[config.mk]
export PLATFORM = sky130hd
export DESIGN_NAME = glyph_to_led_pixel_renderer
export DESIGN_NICKNAME = d
export VERILOG_FILES = /design/src/hw/rtl/grf_pkg.sv /design/src/hw/rtl/grf_front.sv /design/src/hw/rtl/grf_queue.sv /design/src/hw/rtl/grf_back.sv /design/src/hw/rtl/glyph_to_led_pixel_renderer.sv
export SDC_FILE = /design/constraint.sdc
export NUM_CORES = 1
export LEC_CHECK = 0
export ABC_CLOCK_PERIOD_IN_PS = 4600
export BUFFER_PORTS_ARGS = -buffer_cell sky130_fd_sc_hd__buf_2
export CELL_PAD_IN_SITES_DETAIL_PLACEMENT = 1
export CELL_PAD_IN_SITES_GLOBAL_PLACEMENT = 1
export CORE_UTILIZATION = 44
export DETAILED_ROUTE_END_ITERATION = 8
export PLACE_DENSITY_LB_ADDON = 0.1
export SLEW_MARGIN = 5
export SYNTH_ARGS = -nofsm -noshare
export SYNTH_HDL_FRONTEND = slang
export SYNTH_SLANG_ARGS = --single-unit
[constraint.sdc]
create_clock -name clk -period 4.6 [get_ports clk]
set_clock_uncertainty 0.05 [all_clocks]
set_input_delay 0.23 -clock clk [delete_from_list [all_inputs] [get_ports clk]]
set_output_delay 0.23 -clock clk [all_outputs]
set_load 0.01 [all_outputs]
[src/hw/rtl/grf_pkg.sv]
// shared types, constants and glyph font for the 3x5 character renderer
package grf_pkg;

    // default matrix size
    localparam int COLUMNS_DEF = 8;
    localparam int ROWS_DEF    = 8;

    // glyph geometry
    localparam int GLYPH_ROWS = 5;
    localparam int GLYPH_COLS = 3;
    localparam int GLYPH_BITS = GLYPH_ROWS * GLYPH_COLS;

    // request queue between front and back
    localparam int QDEPTH = 2;
    localparam int QPTR_W = 1;
    localparam int QCNT_W = 2;

    // configuration register indexes
    localparam logic CFG_ORIGIN_BOTTOM = 1'b0;
    localparam logic CFG_SNAKE_ROWS    = 1'b1;

    // supported character codes
    localparam logic [7:0] CHAR_ZERO  = 8'h30;
    localparam logic [7:0] CHAR_NINE  = 8'h39;
    localparam logic [7:0] CHAR_DASH  = 8'h2D;
    localparam logic [7:0] CHAR_COLON = 8'h3A;
    localparam logic [7:0] CHAR_DOT   = 8'h2E;

    // glyph selects beyond the digits
    localparam logic [3:0] GSEL_BLANK = 4'd10;
    localparam logic [3:0] GSEL_DASH  = 4'd11;
    localparam logic [3:0] GSEL_COLON = 4'd12;
    localparam logic [3:0] GSEL_DOT   = 4'd13;

    // one character request after classification
    typedef struct packed {
        logic [7:0]            pos_x;
        logic [7:0]            pos_y;
        logic [GLYPH_BITS-1:0] mask;
        logic [7:0]            red;
        logic [7:0]            green;
        logic [7:0]            blue;
    } grf_item_t;

    // configuration state
    typedef struct packed {
        logic origin_bottom;
        logic snake_rows;
    } grf_cfg_t;

    // font rows, top row in the high byte, leftmost column in bit 7 of each row
    function automatic logic [39:0] glyph_rom(input logic [3:0] sel);
        logic [39:0] rows;
        begin
            unique case (sel)
                4'd0:       rows = 40'hE0A0A0A0E0;
                4'd1:       rows = 40'h40C04040E0;
                4'd2:       rows = 40'hE020E080E0;
                4'd3:       rows = 40'hE020E020E0;
                4'd4:       rows = 40'hA0A0E02020;
                4'd5:       rows = 40'hE080E020E0;
                4'd6:       rows = 40'hE080E0A0E0;
                4'd7:       rows = 40'hE020404040;
                4'd8:       rows = 40'hE0A0E0A0E0;
                4'd9:       rows = 40'hE0A0E020E0;
                GSEL_DASH:  rows = 40'h0000E00000;
                GSEL_COLON: rows = 40'h0040004000;
                GSEL_DOT:   rows = 40'h0000000040;
                default:    rows = 40'h0000000000;
            endcase
            return rows;
        end
    endfunction

    // character code to glyph select, unknown codes draw blank
    function automatic logic [3:0] glyph_select(input logic [7:0] code);
        logic [7:0] diff;
        logic [3:0] sel;
        begin
            diff = code - CHAR_ZERO;
            priority if (code >= CHAR_ZERO && code <= CHAR_NINE)
                sel = diff[3:0];
            else if (code == CHAR_DASH)
                sel = GSEL_DASH;
            else if (code == CHAR_COLON)
                sel = GSEL_COLON;
            else if (code == CHAR_DOT)
                sel = GSEL_DOT;
            else
                sel = GSEL_BLANK;
            return sel;
        end
    endfunction

    // lit bits in row-major order: bit row*3+col
    function automatic logic [GLYPH_BITS-1:0] glyph_mask(input logic [7:0] code);
        logic [39:0]           rows;
        logic [GLYPH_BITS-1:0] m;
        begin
            rows = glyph_rom(glyph_select(code));
            for (int r = 0; r < GLYPH_ROWS; r++) begin
                for (int c = 0; c < GLYPH_COLS; c++) begin
                    m[r*GLYPH_COLS+c] = rows[39-8*r-c];
                end
            end
            return m;
        end
    endfunction

endpackage

[src/hw/rtl/grf_front.sv]
// front end: takes character requests, looks up the glyph and clips it to the matrix
module grf_front #(
    parameter int COLUMNS = grf_pkg::COLUMNS_DEF,
    parameter int ROWS    = grf_pkg::ROWS_DEF
) (
    input  logic                in_valid,
    output logic                in_ready,
    input  logic [7:0]          pos_x,
    input  logic [7:0]          pos_y,
    input  logic [7:0]          char_code,
    input  logic [7:0]          color_red,
    input  logic [7:0]          color_green,
    input  logic [7:0]          color_blue,
    input  logic                q_full,
    output logic                q_push,
    output grf_pkg::grf_item_t  q_item
);

    logic [grf_pkg::GLYPH_BITS-1:0] lit;
    logic [grf_pkg::GLYPH_BITS-1:0] vis;
    logic [grf_pkg::GLYPH_COLS-1:0] in_x;
    logic [grf_pkg::GLYPH_ROWS-1:0] in_y;
    logic [7:0]                     x_pos [grf_pkg::GLYPH_COLS];
    logic [7:0]                     y_pos [grf_pkg::GLYPH_ROWS];

    // per column and per row bounds test after wrap
    always_comb
    begin
        for (int c = 0; c < grf_pkg::GLYPH_COLS; c++) begin
            x_pos[c] = pos_x + 8'(c);
            in_x[c]  = {1'b0, x_pos[c]} < 9'(COLUMNS);
        end
        for (int r = 0; r < grf_pkg::GLYPH_ROWS; r++) begin
            y_pos[r] = pos_y + 8'(r);
            in_y[r]  = {1'b0, y_pos[r]} < 9'(ROWS);
        end
    end

    // lit and visible pixels
    always_comb
    begin
        lit = grf_pkg::glyph_mask(char_code);
        for (int r = 0; r < grf_pkg::GLYPH_ROWS; r++) begin
            for (int c = 0; c < grf_pkg::GLYPH_COLS; c++) begin
                vis[r*grf_pkg::GLYPH_COLS+c] = lit[r*grf_pkg::GLYPH_COLS+c] & in_x[c] & in_y[r];
            end
        end
    end

    // requests with nothing to draw are taken and dropped here
    assign in_ready = !q_full;
    assign q_push   = in_valid && in_ready && (vis != '0);

    always_comb
    begin
        q_item.pos_x = pos_x;
        q_item.pos_y = pos_y;
        q_item.mask  = vis;
        q_item.red   = color_red;
        q_item.green = color_green;
        q_item.blue  = color_blue;
    end

endmodule

[src/hw/rtl/grf_queue.sv]
// two-entry request queue between front and back
module grf_queue (
    input  logic                clk,
    input  logic                rst_n,
    input  logic                push,
    input  grf_pkg::grf_item_t  push_item,
    output logic                full,
    input  logic                pop,
    output logic                head_valid,
    output grf_pkg::grf_item_t  head_item
);

    grf_pkg::grf_item_t              mem [grf_pkg::QDEPTH];
    logic [grf_pkg::QPTR_W-1:0]      wr_ptr_reg;
    logic [grf_pkg::QPTR_W-1:0]      wr_ptr_next;
    logic [grf_pkg::QPTR_W-1:0]      rd_ptr_reg;
    logic [grf_pkg::QPTR_W-1:0]      rd_ptr_next;
    logic [grf_pkg::QCNT_W-1:0]      count_reg;
    logic [grf_pkg::QCNT_W-1:0]      count_next;

    assign full       = count_reg == grf_pkg::QCNT_W'(grf_pkg::QDEPTH);
    assign head_valid = count_reg != '0;
    assign head_item  = mem[rd_ptr_reg];

    // pointer and fill count update
    always_comb
    begin
        wr_ptr_next = wr_ptr_reg;
        rd_ptr_next = rd_ptr_reg;
        count_next  = count_reg;
        if (push) begin
            wr_ptr_next = (wr_ptr_reg == grf_pkg::QPTR_W'(grf_pkg::QDEPTH - 1)) ? '0
                                                                             : wr_ptr_reg + 1'b1;
        end
        if (pop) begin
            rd_ptr_next = (rd_ptr_reg == grf_pkg::QPTR_W'(grf_pkg::QDEPTH - 1)) ? '0
                                                                             : rd_ptr_reg + 1'b1;
        end
        if (push && !pop)
            count_next = count_reg + 1'b1;
        else if (pop && !push)
            count_next = count_reg - 1'b1;
    end

    always_ff @(posedge clk or negedge rst_n)
    begin
        if (!rst_n) begin
            wr_ptr_reg <= '0;
            rd_ptr_reg <= '0;
            count_reg  <= '0;
        end else begin
            wr_ptr_reg <= wr_ptr_next;
            rd_ptr_reg <= rd_ptr_next;
            count_reg  <= count_next;
        end
    end

    // storage
    always_ff @(posedge clk)
    begin
        if (push)
            mem[wr_ptr_reg] <= push_item;
    end

    a_no_overflow: assert property (@(posedge clk) disable iff (!rst_n)
        push |-> (!full || pop))
        else $error("queue written while full");

    a_no_underflow: assert property (@(posedge clk) disable iff (!rst_n)
        pop |-> head_valid)
        else $error("queue read while empty");

    a_count_bound: assert property (@(posedge clk) disable iff (!rst_n)
        count_reg <= grf_pkg::QCNT_W'(grf_pkg::QDEPTH))
        else $error("queue fill count out of range");

endmodule

[src/hw/rtl/grf_back.sv]
// back end: walks the visible glyph pixels and maps each to its chain index
module grf_back #(
    parameter int COLUMNS = grf_pkg::COLUMNS_DEF,
    parameter int ROWS    = grf_pkg::ROWS_DEF
) (
    input  logic                clk,
    input  logic                rst_n,
    input  grf_pkg::grf_cfg_t   cfg,
    input  logic                q_valid,
    input  grf_pkg::grf_item_t  q_item,
    output logic                q_pop,
    output logic                out_valid,
    input  logic                out_ready,
    output logic [5:0]          led_index,
    output logic [7:0]          out_red,
    output logic [7:0]          out_green,
    output logic [7:0]          out_blue,
    output logic                last_pixel
);

    grf_pkg::grf_item_t             cur_reg;
    grf_pkg::grf_item_t             cur_next;
    logic                           cur_valid_reg;
    logic                           cur_valid_next;
    logic                           out_valid_reg;
    logic                           out_valid_next;
    logic [5:0]                     led_index_reg;
    logic [5:0]                     led_index_next;
    logic [7:0]                     red_reg;
    logic [7:0]                     green_reg;
    logic [7:0]                     blue_reg;
    logic                           last_reg;
    logic                           last_next;

    logic [grf_pkg::GLYPH_BITS-1:0] pick;
    logic [grf_pkg::GLYPH_BITS-1:0] rest;
    logic [2:0]                     sel_row;
    logic [1:0]                     sel_col;
    logic [7:0]                     x_pos;
    logic [7:0]                     y_pos;
    logic [5:0]                     row_w;
    logic [5:0]                     col_w;
    logic [11:0]                    row_base;
    logic                           slot_free;
    logic                           fire;
    logic                           load;

    // lowest remaining pixel in row-major order
    always_comb
    begin
        pick    = cur_reg.mask & (~cur_reg.mask + 1'b1);
        rest    = cur_reg.mask & ~pick;
        sel_row = '0;
        sel_col = '0;
        for (int r = 0; r < grf_pkg::GLYPH_ROWS; r++) begin
            for (int c = 0; c < grf_pkg::GLYPH_COLS; c++) begin
                if (pick[r*grf_pkg::GLYPH_COLS+c]) begin
                    sel_row = 3'(r);
                    sel_col = 2'(c);
                end
            end
        end
    end

    // matrix position, origin flip, serpentine wiring
    always_comb
    begin
        x_pos    = cur_reg.pos_x + 8'(sel_col);
        y_pos    = cur_reg.pos_y + 8'(sel_row);
        row_w    = cfg.origin_bottom ? 6'(ROWS - 1) - y_pos[5:0] : y_pos[5:0];
        col_w    = (cfg.snake_rows && row_w[0]) ? 6'(COLUMNS - 1) - x_pos[5:0] : x_pos[5:0];
        row_base = 12'(row_w) * 12'(COLUMNS);
        led_index_next = row_base[5:0] + col_w;
        last_next      = rest == '0;
    end

    // handshake between current request, queue and output register
    assign slot_free = !out_valid_reg || out_ready;
    assign fire      = cur_valid_reg && slot_free;
    assign load      = q_valid && (!cur_valid_reg || (fire && last_next));
    assign q_pop     = load;

    always_comb
    begin
        cur_next       = cur_reg;
        cur_valid_next = cur_valid_reg;
        if (load) begin
            cur_next       = q_item;
            cur_valid_next = 1'b1;
        end else if (fire) begin
            cur_next.mask  = rest;
            cur_valid_next = !last_next;
        end
        out_valid_next = slot_free ? fire : out_valid_reg;
    end

    always_ff @(posedge clk or negedge rst_n)
    begin
        if (!rst_n) begin
            cur_valid_reg <= 1'b0;
            out_valid_reg <= 1'b0;
        end else begin
            cur_valid_reg <= cur_valid_next;
            out_valid_reg <= out_valid_next;
        end
    end

    // payload registers
    always_ff @(posedge clk)
    begin
        cur_reg <= cur_next;
        if (fire) begin
            led_index_reg <= led_index_next;
            red_reg       <= cur_reg.red;
            green_reg     <= cur_reg.green;
            blue_reg      <= cur_reg.blue;
            last_reg      <= last_next;
        end
    end

    assign out_valid  = out_valid_reg;
    assign led_index  = led_index_reg;
    assign out_red    = red_reg;
    assign out_green  = green_reg;
    assign out_blue   = blue_reg;
    assign last_pixel = last_reg;

    a_cur_has_pixels: assert property (@(posedge clk) disable iff (!rst_n)
        cur_valid_reg |-> (cur_reg.mask != '0))
        else $error("active request has no pixels left");

    a_more_pending: assert property (@(posedge clk) disable iff (!rst_n)
        (out_valid_reg && !last_reg) |-> cur_valid_reg)
        else $error("non-final pixel shown with no request in progress");

    a_pop_when_free: assert property (@(posedge clk) disable iff (!rst_n)
        q_pop |-> (!cur_valid_reg || (fire && last_next)))
        else $error("request loaded over one still in progress");

endmodule

[src/hw/rtl/glyph_to_led_pixel_renderer.sv]
// top level of the 3x5 character renderer for a serially wired led matrix
//
//  channel   direction  handshake             payload
//  in        request    in_valid / in_ready   pos_x pos_y char_code color_red/green/blue
//  out       result     out_valid / out_ready led_index out_red/green/blue last_pixel
//  cfg       write      cfg_we                cfg_index cfg_data
//
// one pixel leaves per cycle while out_ready is high; a character gives one per visible
// lit pixel, 1 to 13, from the pixel walker in the back end. characters with nothing to
// draw are accepted and give no result. pixels pass the queue, current request and output
// registers. a two-request queue lets the front keep accepting while the back is stalled.
// reset clears control state only; configuration resets to origin top and serpentine rows.
module glyph_to_led_pixel_renderer #(
    parameter int COLUMNS = grf_pkg::COLUMNS_DEF,
    parameter int ROWS    = grf_pkg::ROWS_DEF
) (
    input  logic        clk,
    input  logic        rst_n,
    input  logic        cfg_we,
    input  logic        cfg_index,
    input  logic        cfg_data,
    input  logic        in_valid,
    output logic        in_ready,
    input  logic [7:0]  pos_x,
    input  logic [7:0]  pos_y,
    input  logic [7:0]  char_code,
    input  logic [7:0]  color_red,
    input  logic [7:0]  color_green,
    input  logic [7:0]  color_blue,
    output logic        out_valid,
    input  logic        out_ready,
    output logic [5:0]  led_index,
    output logic [7:0]  out_red,
    output logic [7:0]  out_green,
    output logic [7:0]  out_blue,
    output logic        last_pixel
);

    grf_pkg::grf_cfg_t  cfg_reg;
    grf_pkg::grf_cfg_t  cfg_next;
    grf_pkg::grf_item_t push_item;
    grf_pkg::grf_item_t head_item;
    logic               q_push;
    logic               q_full;
    logic               q_pop;
    logic               q_valid;

    // configuration registers
    always_comb
    begin
        cfg_next = cfg_reg;
        if (cfg_we) begin
            unique case (cfg_index)
                grf_pkg::CFG_ORIGIN_BOTTOM: cfg_next.origin_bottom = cfg_data;
                grf_pkg::CFG_SNAKE_ROWS:    cfg_next.snake_rows    = cfg_data;
                default:                    cfg_next = cfg_reg;
            endcase
        end
    end

    always_ff @(posedge clk or negedge rst_n)
    begin
        if (!rst_n) begin
            cfg_reg.origin_bottom <= 1'b0;
            cfg_reg.snake_rows    <= 1'b1;
        end else begin
            cfg_reg <= cfg_next;
        end
    end

    // request classification
    grf_front #(
        .COLUMNS (COLUMNS),
        .ROWS    (ROWS)
    ) u_front (
        .in_valid    (in_valid),
        .in_ready    (in_ready),
        .pos_x       (pos_x),
        .pos_y       (pos_y),
        .char_code   (char_code),
        .color_red   (color_red),
        .color_green (color_green),
        .color_blue  (color_blue),
        .q_full      (q_full),
        .q_push      (q_push),
        .q_item      (push_item)
    );

    // decoupling queue
    grf_queue u_queue (
        .clk        (clk),
        .rst_n      (rst_n),
        .push       (q_push),
        .push_item  (push_item),
        .full       (q_full),
        .pop        (q_pop),
        .head_valid (q_valid),
        .head_item  (head_item)
    );

    // pixel walker and output register
    grf_back #(
        .COLUMNS (COLUMNS),
        .ROWS    (ROWS)
    ) u_back (
        .clk        (clk),
        .rst_n      (rst_n),
        .cfg        (cfg_reg),
        .q_valid    (q_valid),
        .q_item     (head_item),
        .q_pop      (q_pop),
        .out_valid  (out_valid),
        .out_ready  (out_ready),
        .led_index  (led_index),
        .out_red    (out_red),
        .out_green  (out_green),
        .out_blue   (out_blue),
        .last_pixel (last_pixel)
    );

endmodule

==> results of run 1 <==
## power by group through the flow
stage	sequential, uW	clock [uW]	combinational [uW]
2_1_floorplan	1960	0	383
3_3_place_gp	2020	0	468
3_5_place_dp	2030	0	486
4_1_cts	1990	1500	510
5_1_grt	2000	1560	557
6_report	1980	1460	509
## cell type report
cell class | count | share of cell area
sequential | 183 | 0.557
tap | 229 | 0.0292
multi-input combinational | 320 | 0.255
inverter | 18 | 0.00689
clock buffer | 17 | 0.0434
timing repair buffer | 130 | 0.0881
clock inverter | 15 | 0.0208
## timing repair
item	in CTS	in global routing
setup buffers	0	4
hold endpoints to repair	70	0
hold buffers	32	0
gates resized for setup	0	3
endpoints found under the setup margin	0	1
## worst paths after layout
check                              startpoint                   end  slack, ps  depth (start not counted)
hold / removal                       pos_y[0]    u_queue.mem[1][39]         50                          1
min in group asynchronous               rst_n  u_queue.count_reg[0]        140                          2
setup reg to reg           u_back.cur_reg[31]   u_back.led_index[5]        290                         19
hold reg to reg            u_back.cur_reg[12]   u_back.out_green[4]        380                          0
setup / recovery           u_back.cur_reg[31]   u_back.led_index[5]        290                         19
max in group asynchronous               rst_n            cfg_reg[0]       4100                          2
## cells in the mapped netlist, types with 7 or more instances
library cell / instances / area, um^2
a21oi_1: 12 / 60.1
nand2b_1: 7 / 43.8
xor2_1: 9 / 78.8
xnor2_1: 13 / 114
inv_1: 18 / 67.6
nand3_1: 14 / 70.1
nand2_1: 29 / 109
ha_1: 14 / 175
nor2_1: 25 / 93.8
edfxtp_1: 175 / 5260
nor3_1: 10 / 50.1
mux2i_1: 29 / 290
dfrtp_1: 7 / 175
clkbuf_1: 10 / 37.5
mux2_2: 36 / 405
o21ai_0: 20 / 100
## per-layer routing
metal / wire length, um / vias to the layer above / GRT usage
met5: 0 / - / 0
met4: 247 / 0 / 0.0720
met3: 508 / 23 / 0.0386
met2: 9100 / 82 / 0.349
met1: 7690 / 2421 / 0.249
li1: - / 2357 / -
## logic make-up (layout without fill, tap and decap cells)
kind of cell / Yosys count / after routing / synth area share
compound gates: 83 / 83 / 0.0723
simple gates: 131 / 131 / 0.0905
xor+xnor: 22 / 22 / 0.0239
buf+inv: 32 / 180 / 0.0169
fa+ha+maj: 19 / 19 / 0.0317
flops: 183 / 183 / 0.678
mux: 65 / 65 / 0.0865
## through the flow
stage               setup slack [ps]  total power (uW)  area (um^2)  std cells
finish                           286              3960         9800        912
global route                    1.96              4110         9800        912
CTS                              127              4000         9750        908
detailed placement               162              2510         8800        844
global placement                 412              2490         8800        844
floorplan                        528              2350         8070        535
==> summary.md, run 1 <==
| Metric | Value |
|---|---|
| Status | `complete, no violations` |
| DRT antenna net count | `0` |
| H-Tree Depth | `4` |
| Min Clock Period, post-route | `4310 ps` |
| First-pass GRT wire length | `27400 um` |
| Post-synth EDFFs | `175` |
| Synth cell types | `65` |
| Clock transition at path regs | `70 ps` |
| Layout cell share with drive strength beyond 1 | `0.269` |
| CP required | `4730 ps` |
| CTS buffer count | `17` |
| Crit start category | `register` |
| Cell family contributing the most delay on the critical path | `simple AND/OR/NAND/NOR gates` |
| Final Cycle Share | `0.938` |
| RePlAce Congestion | `0.907` |
| Ys flop type | `edfxtp_1` |
| Net Sw Frac | `0.265` |
| Initial antenna violation count | `1` |
| Drt first-iter violations | `248` |
| Post-Syn Area | `8050 um^2` |
| Area of the multi-input gates | `2500 um^2` |
| Slew @ Worst Pin | `842 ps` |
| Maximum VDD drop | `0.000390 V` |
| Root buf cell | `clkbuf_16` |
| Total gr overflow | `0` |
| P_int | `2910 uW` |
| Largest net degree at the start of global routing | `49` |
| Routed wire per std cell | `19.2 um` |
| Largest register FFs | `96` |
| Post-synth ARST share | `0.0437` |
| Post-DP HPWL | `12100 um` |
| # setup viols final | `0` |
| PortBufs | `87` |
| Die footprint | `18800 um^2` |
| Die Span X | `137 um` |
| Vias per cell | `5.35` |
| Avg Cell Area, Syn | `15.0 um^2` |
| Hold Vio Cnt, Final | `0` |
| CP max-delay cell | `edfxtp_1` |
| Slew Viols, Final | `0` |
| Combinational share of power | `0.129` |
| Post-Route Utilization | `0.546` |
| Slew headroom | `0.439` |
| Row count | `49` |
| Max cap viols | `0` |
| Most frequent cells in the layout | `edfxtp_1, buf_2, mux2_2` |
| Hold_ws | `46.0 ps` |
| Seq cells post-synth | `183` |
| Worst Path Buf+Inv | `2` |
| Starting Density | `0.448` |
| CORE AREA | `18000 um^2` |
| Cell Pwr Density | `404 nW/um^2` |
| Clock Sinks | `183` |
| Top-level I/O count | `88` |
| Nets | `742` |
| Clock Path Buffers | `2` |
| DRT Wirelength | `17500 um` |
| Diodes inserted | `0` |
| Reported net switching power | `1050 uW` |
| CP cell instances | `nor3_4 > nand4_2 > inv_1 > nand2_1 > nor3_2 > a21o_1 > ha_1 > a21o_1 > nand2_1 > xnor2_1 > inv_1 > ha_1 > o21ai_0 > fa_1 > xor2_1 > xnor2_1 > xnor2_1 > xnor2_1 > xnor2_1` |
| HP Class | `primary input to register` |
| Most used cell, CP | `xnor2_1` |
| FF/Latch Area | `5460 um^2` |
| CP Capture Type | `register` |
| Vias in the first global route | `5106` |
| Unrepaired setup endpoints after global routing | `false` |
| CTS tree | `done` |
| Drt drc | `0` |
| Synth-to-Final Area Change | `21.8%` |
| Part of the power in registers | `0.502` |
| Total GRT Usage | `0.201` |
| Worst-path maximum fanout | `7` |
| Sequential area share after synthesis | `0.678` |
| Clk pwr share | `0.370` |
| # fillers | `1765` |
| Die extent in y | `137 um` |
| Max Clk Rate | `232 MHz` |
| P_leak | `0.00363 uW` |
| Via count | `4883` |
| Setup TNS | `0 ps` |
| Worst-skew pair later-pin latency | `440 ps` |
| Commonest non-fill, non-tap cell in the layout | `edfxtp_1` |
| First drt pass iteration count | `4` |
| Synthesis warning total | `0` |
| Critical path class | `register to register` |
| CP arrival | `4450 ps` |
| Mapped Cells | `535` |
| CP peak stage delay | `490 ps` |
| Mapped Nets | `607` |
Power figures use the tool's default switching activity.
==> run 2: changes to the inputs <==
CORE_UTILIZATION = 40   (was 44)
==> summary.md, run 2 (synthesized netlist as in run 1, its figures left out) <==
| Metric | Value |
|---|---|
| Top-level I/O count | `88 (unchanged)` |
| Vias in the first global route | `5072 (-0.67%)` |
| Maximum VDD drop | `0.000222 V (-43%)` |
| Setup TNS | `0 ps (unchanged)` |
| Post-Route Utilization | `0.502 (-0.0433)` |
| Final Cycle Share | `0.927 (-0.0107)` |
| Die footprint | `20700 um^2 (+9.9%)` |
| Root buf cell | `clkbuf_16` |
| Total gr overflow | `0 (unchanged)` |
| Combinational share of power | `0.125 (-0.004)` |
| Drt drc | `0 (unchanged)` |
| Die extent in y | `144 um (+4.8%)` |
| Max cap viols | `0 (unchanged)` |
| Synth-to-Final Area Change | `22.3%` |
| # setup viols final | `0 (unchanged)` |
| CP Capture Type | `register` |
| Routed wire per std cell | `17.8 um (-7.5%)` |
| Die Span X | `144 um (+4.8%)` |
| Clk pwr share | `0.376 (+0.006)` |
| Cell Pwr Density | `406 nW/um^2 (+0.50%)` |
| HP Class | `primary input to register` |
| Status | `complete, no violations` |
| Cells after DPL | `879 (+4.1%)` |
| CORE AREA | `19600 um^2 (+9.1%)` |
| Via count | `4827 (-1.1%)` |
| Crit start category | `register` |
| CP required | `4730 ps (about the same)` |
| Clock Path Buffers | `2 (unchanged)` |
| First drt pass iteration count | `4 (unchanged)` |
| Reported net switching power | `1070 uW (+2.2%)` |
| Most frequent cells in the layout | `edfxtp_1, buf_2, mux2_2` |
| Drt first-iter violations | `166 (-33%)` |
| DRT antenna net count | `0 (unchanged)` |
| First-pass GRT wire length | `26600 um (-3.1%)` |
| P_int | `2920 uW (+0.44%)` |
| Slew Viols, Final | `0 (unchanged)` |
| Diodes inserted | `0 (unchanged)` |
| Max Clk Rate | `234 MHz (+1.2%)` |
| Layout cell share with drive strength beyond 1 | `0.268 (-0.00175)` |
| H-Tree Depth | `4 (unchanged)` |
| # fillers | `1964 (+11%)` |
| Min Clock Period, post-route | `4270 ps (-49.1 ps)` |
| Starting Density | `0.411 (-0.0372)` |
| Hold Vio Cnt, Final | `0 (unchanged)` |
| CP arrival | `4390 ps (-60 ps)` |
| Slew @ Worst Pin | `968 ps (+127 ps)` |
| Largest register FFs | `96 (unchanged)` |
| Hold_ws | `49.4 ps (+3.42 ps)` |
| Critical path class | `register to register` |
| PortBufs | `87 (unchanged)` |
| Largest net degree at the start of global routing | `49 (unchanged)` |
| Nets | `739 (-0.40%)` |
| Part of the power in registers | `0.499 (-0.003)` |
| P_leak | `0.00362 uW (-0.18%)` |
| Initial antenna violation count | `0 (-1)` |
| Worst-skew pair later-pin latency | `430 ps (about the same)` |
| Total GRT Usage | `0.173 (-0.0278)` |
| Finished Layout Cells | `945 (+3.6%)` |
| CTS buffer count | `17 (unchanged)` |
| Clock transition at path regs | `70 ps (about the same)` |
| Post-DP HPWL | `11700 um (-3.5%)` |
| Net Sw Frac | `0.269 (+0.00333)` |
| Worst-path maximum fanout | `7 (unchanged)` |
| Vias per cell | `5.11 (-4.6%)` |
| RePlAce Congestion | `0.850 (-6.3%)` |
| CTS tree | `done` |
| Clock Sinks | `183 (unchanged)` |
| Slew headroom | `0.355 (-0.0843)` |
| Row count | `51 (+4.1%)` |
| DRT Wirelength | `16800 um (-4.1%)` |
| Commonest non-fill, non-tap cell in the layout | `edfxtp_1` |
==> run 2: changes by cell type in the layout (fill, tap and decap cells not counted) <==
cell	delta
clkinv_8	-2
nor2_1	-1
nand4_2	-1
nand4_4	+1
nor3_2	-1
clkinvlp_4	-1
and2_1	-1
inv_12	+3
nor3_1	+1
buf_4	-3
nor2_2	+1
and2_2	+1
==> run 2: per-layer routing <==
layer | track usage | vias to the layer above | share of wire
met4 | 0.0414 | 0 | 0.0076
met5 | 0 | - | 0
met1 | 0.214 | 2402 | 0.44
met3 | 0.0383 | 13 | 0.027
li1 | - | 2332 | -
met2 | 0.306 | 80 | 0.52
==> run 2: repair_timing <==
action,CTS,global route
hold endpoints to repair,70,0
hold buffers,32,0
gates resized for setup,0,4
setup buffers,0,2
setup endpoints to repair,0,1
==> run 2: area by class of cell <==
| type | instances | area [um^2] | share of cell area |
|---|---|---|---|
| Inverter | 18 | 67.6 | 0.00687 |
| Tap cell | 265 | 332 | 0.0337 |
| Sequential cell | 183 | 5460 | 0.555 |
| Clock inverter | 15 | 213 | 0.0216 |
| Clock buffer | 17 | 425 | 0.0432 |
| Timing Repair Buffer | 127 | 841 | 0.0854 |
| Multi-Input combinational cell | 320 | 2500 | 0.255 |
==> run 2: power groups by stage <==
stage / clock (uW) / sequential, uW / combinational, uW
2_1_floorplan: 0 / 1960 / 383
3_3_place_gp: 0 / 2030 / 464
3_5_place_dp: 0 / 2030 / 480
4_1_cts: 1540 / 2000 / 505
5_1_grt: 1600 / 2010 / 547
6_report: 1500 / 1990 / 499
==> run 2: path summary, 6_finish.rpt <==
check                                   start             endpoint  slack (ps)  cells after the start
max                        u_back.cur_reg[29]  u_back.led_index[5]         330                     19
min                                  pos_y[0]   u_queue.mem[1][39]          50                      1
max reg2reg                u_back.cur_reg[29]  u_back.led_index[5]         330                     19
min reg2reg                 u_back.cur_reg[9]  u_back.out_green[1]         370                      0
max in group asynchronous               rst_n           cfg_reg[0]        4090                      2
min in group asynchronous               rst_n           cfg_reg[1]         160                      2
==> run 2: metrics by stage <==
| stage | power (uW) | setup WS [ps] | cell area [um^2] |
|---|---|---|---|
| 3_5_place_dp | 2510 | 200 | 8840 |
| 5_1_grt | 4150 | -7.94 | 9840 |
| 4_1_cts | 4040 | 177 | 9800 |
| 6_report | 3990 | 335 | 9840 |
| 3_3_place_gp | 2490 | 403 | 8840 |
| 2_1_floorplan | 2350 | 528 | 8070 |
==> run 2: critical path: stages, from the launching register on <==
cell and delay, ps:
edfxtp_1 490, nor3_4 330, nand4_4 190, inv_1 110, nand2_1 100, nor3_1 200, a21o_1 200, ha_1 240
a21o_1 190, nand2_1 100, xnor2_1 150, inv_1 70, ha_1 280, o21ai_0 120, fa_1 420, xor2_1 160
xnor2_1 210, xnor2_1 170, xnor2_1 150, xnor2_1 90
==> run 3: changes to the inputs <==
PLACE_DENSITY = 0.77   (was default)
PLACE_DENSITY_LB_ADDON = default   (was 0.1)
==> summary.md, run 3 (synthesized netlist as in run 1, its figures left out) <==
| Metric | Value |
|---|---|
| First-pass GRT wire length | `28500 um (+7.3%)` |
| Largest net degree at the start of global routing | `50 (+2.0%)` |
| Min Clock Period, post-route | `4370 ps (+99.9 ps)` |
| Crit start category | `register` |
| Tot Pwr | `3970 uW (-0.60%)` |
| Maximum VDD drop | `0.000258 V (+16%)` |
| Clock Path Buffers | `2 (unchanged)` |
| PortBufs | `87 (unchanged)` |
| Layout cell share with drive strength beyond 1 | `0.278 (+0.0102)` |
| Nets | `750 (+1.5%)` |
| Routed wire per std cell | `19.6 um (+9.9%)` |
| Slew headroom | `0.515 (+0.160)` |
| RePlAce Congestion | `0.902 (+6.1%)` |
| Largest register FFs | `96 (unchanged)` |
| Die Span X | `144 um (unchanged)` |
| Total gr overflow | `0 (unchanged)` |
| Worst-path maximum fanout | `7 (unchanged)` |
| First drt pass iteration count | `4 (unchanged)` |
| Initial antenna violation count | `2 (+2)` |
| Critical path class | `register to register` |
| Final Cycle Share | `0.949 (+0.0217)` |
| M1 wire length | `7880 um (+5.3%)` |
| WL met2 | `9860 um (+13%)` |
| Reg2Reg Setup Slack | `230 ps (-100 ps)` |
| Total GRT Usage | `0.188 (+0.0144)` |
| Pre-CTS setup slack | `240 ps (+40.2 ps)` |
| Max Clk Rate | `229 MHz (-2.3%)` |
| # fillers | `1974 (+0.51%)` |
| Via count | `5034 (+4.3%)` |
| Synth-to-Final Area Change | `22.6%` |
| Vias in the first global route | `5102 (+0.59%)` |
| Slew @ Worst Pin | `728 ps (-241 ps)` |
| Vias per cell | `5.25 (+2.9%)` |
| Met3 WL post-DR | `533 um (+17%)` |
| DRT antenna net count | `0 (unchanged)` |
| Die extent in y | `144 um (unchanged)` |
| CP arrival | `4490 ps (+100 ps)` |
| P_leak | `0.00366 uW (+0.92%)` |
| CORE AREA | `19600 um^2 (unchanged)` |
| CP Capture Type | `register` |
| Row count | `51 (unchanged)` |
| H-Tree Depth | `4 (unchanged)` |
| Worst-skew pair later-pin latency | `430 ps (about the same)` |
| Max layer used | `met4` |
| Commonest non-fill, non-tap cell in the layout | `edfxtp_1` |
| Drt drc | `0 (unchanged)` |
| CTS tree | `done` |
| Cell Pwr Density | `402 nW/um^2 (-0.88%)` |
| Clock Sinks | `183 (unchanged)` |
| Top-level I/O count | `88 (unchanged)` |
| Post-Route Utilization | `0.504 (+0.00140)` |
| Status | `complete, no violations` |
| DRT Wirelength | `18800 um (+11%)` |
| Root buf cell | `clkbuf_16` |
| Hold Vio Cnt, Final | `0 (unchanged)` |
| Drt first-iter violations | `314 (+89%)` |
| Most frequent cells in the layout | `edfxtp_1, buf_2, mux2_2` |
| HP Class | `primary input to register` |
| Post-DP HPWL | `12200 um (+4.1%)` |
| # setup viols final | `0 (unchanged)` |
| Max cap viols | `0 (unchanged)` |
| Die footprint | `20700 um^2 (unchanged)` |
| CP required | `4730 ps (about the same)` |
| Final worst slack | `235 ps (-99.9 ps)` |
| CTS buffer count | `17 (unchanged)` |
| Slew Viols, Final | `0 (unchanged)` |
| Starting Density | `0.411 (unchanged)` |
| Clock transition at path regs | `70 ps (about the same)` |
## run 3: cell count changes in the layout (fill, tap and decap cells not counted), moves of 4 or more
cell	previous run	this run
inv_12	4	0
buf_4	6	20
clkinv_8	6	1
inv_6	0	6
## run 3: per-layer routing
layer,global-route usage,vias up
li1,-,2351
met1,0.232,2538
met2,0.318,114
met3,0.0363,31
met4,0.0834,0
met5,0,-
## run 3: area by class of cell
cell class	count	area (um^2)	share of cell area
clock buffers	18	429	0.0435
well taps	265	332	0.0336
flip-flops and latches	183	5460	0.553
inverters	18	67.6	0.00685
repair buffers	138	906	0.0918
multi-input cells	320	2510	0.254
clock inverters	14	163	0.0165
diodes	2	5.00	0.000507
## run 3: repair_timing
item | in CTS | in global routing
resized for setup | 0 | 5
setup endpoints to repair | 0 | 1
hold buffers | 30 | 0
buffers inserted | 0 | 14
endpoints found under the hold margin | 66 | 0
## run 3: power breakdown
group	leakage, uW	internal [uW]	switching, uW
clock network	0.000283	815	642
registers	0.00171	1890	41.1
logic	0.00167	280	301
## run 3: worst paths after layout
kind | start | endpoint | cells after the start
max | u_back.cur_reg[31] | u_back.led_index[5] | 19
min | pos_x[3] | u_queue.mem[0][50] | 1
max reg2reg | u_back.cur_reg[31] | u_back.led_index[5] | 19
min reg2reg | u_back.cur_reg[13] | u_back.out_green[5] | 0
max in group asynchronous | rst_n | cfg_reg[0] | 2
min in group asynchronous | rst_n | u_queue.wr_ptr_reg | 2
## run 3: worst max-delay path, cell delays in order, from the launching register on
cell and delay (ps):
edfxtp_1 470, nor3_4 340, nand4_4 190, inv_1 110
nand2_1 120, nor3_2 180, a21o_1 210, ha_1 260
a21o_1 180, nand2_1 100, xnor2_1 160, inv_1 70
ha_1 270, o21ai_0 130, fa_1 450, xor2_1 170
xnor2_1 210, xnor2_1 180, xnor2_1 160, xnor2_1 90
## run 3: stage by stage
stage | cell area (um^2) | setup TNS, ps | hold WS (ps) | cells
6_report | 9870 | 0 | 26.5 | 958
5_1_grt | 9870 | -31.2 | 16.2 | 958
4_1_cts | 9730 | 0 | 11.7 | 942
3_5_place_dp | 8840 | 0 | 59.0 | 880
3_3_place_gp | 8840 | 0 | 55.1 | 880
2_1_floorplan | 8070 | 0 | -116 | 535
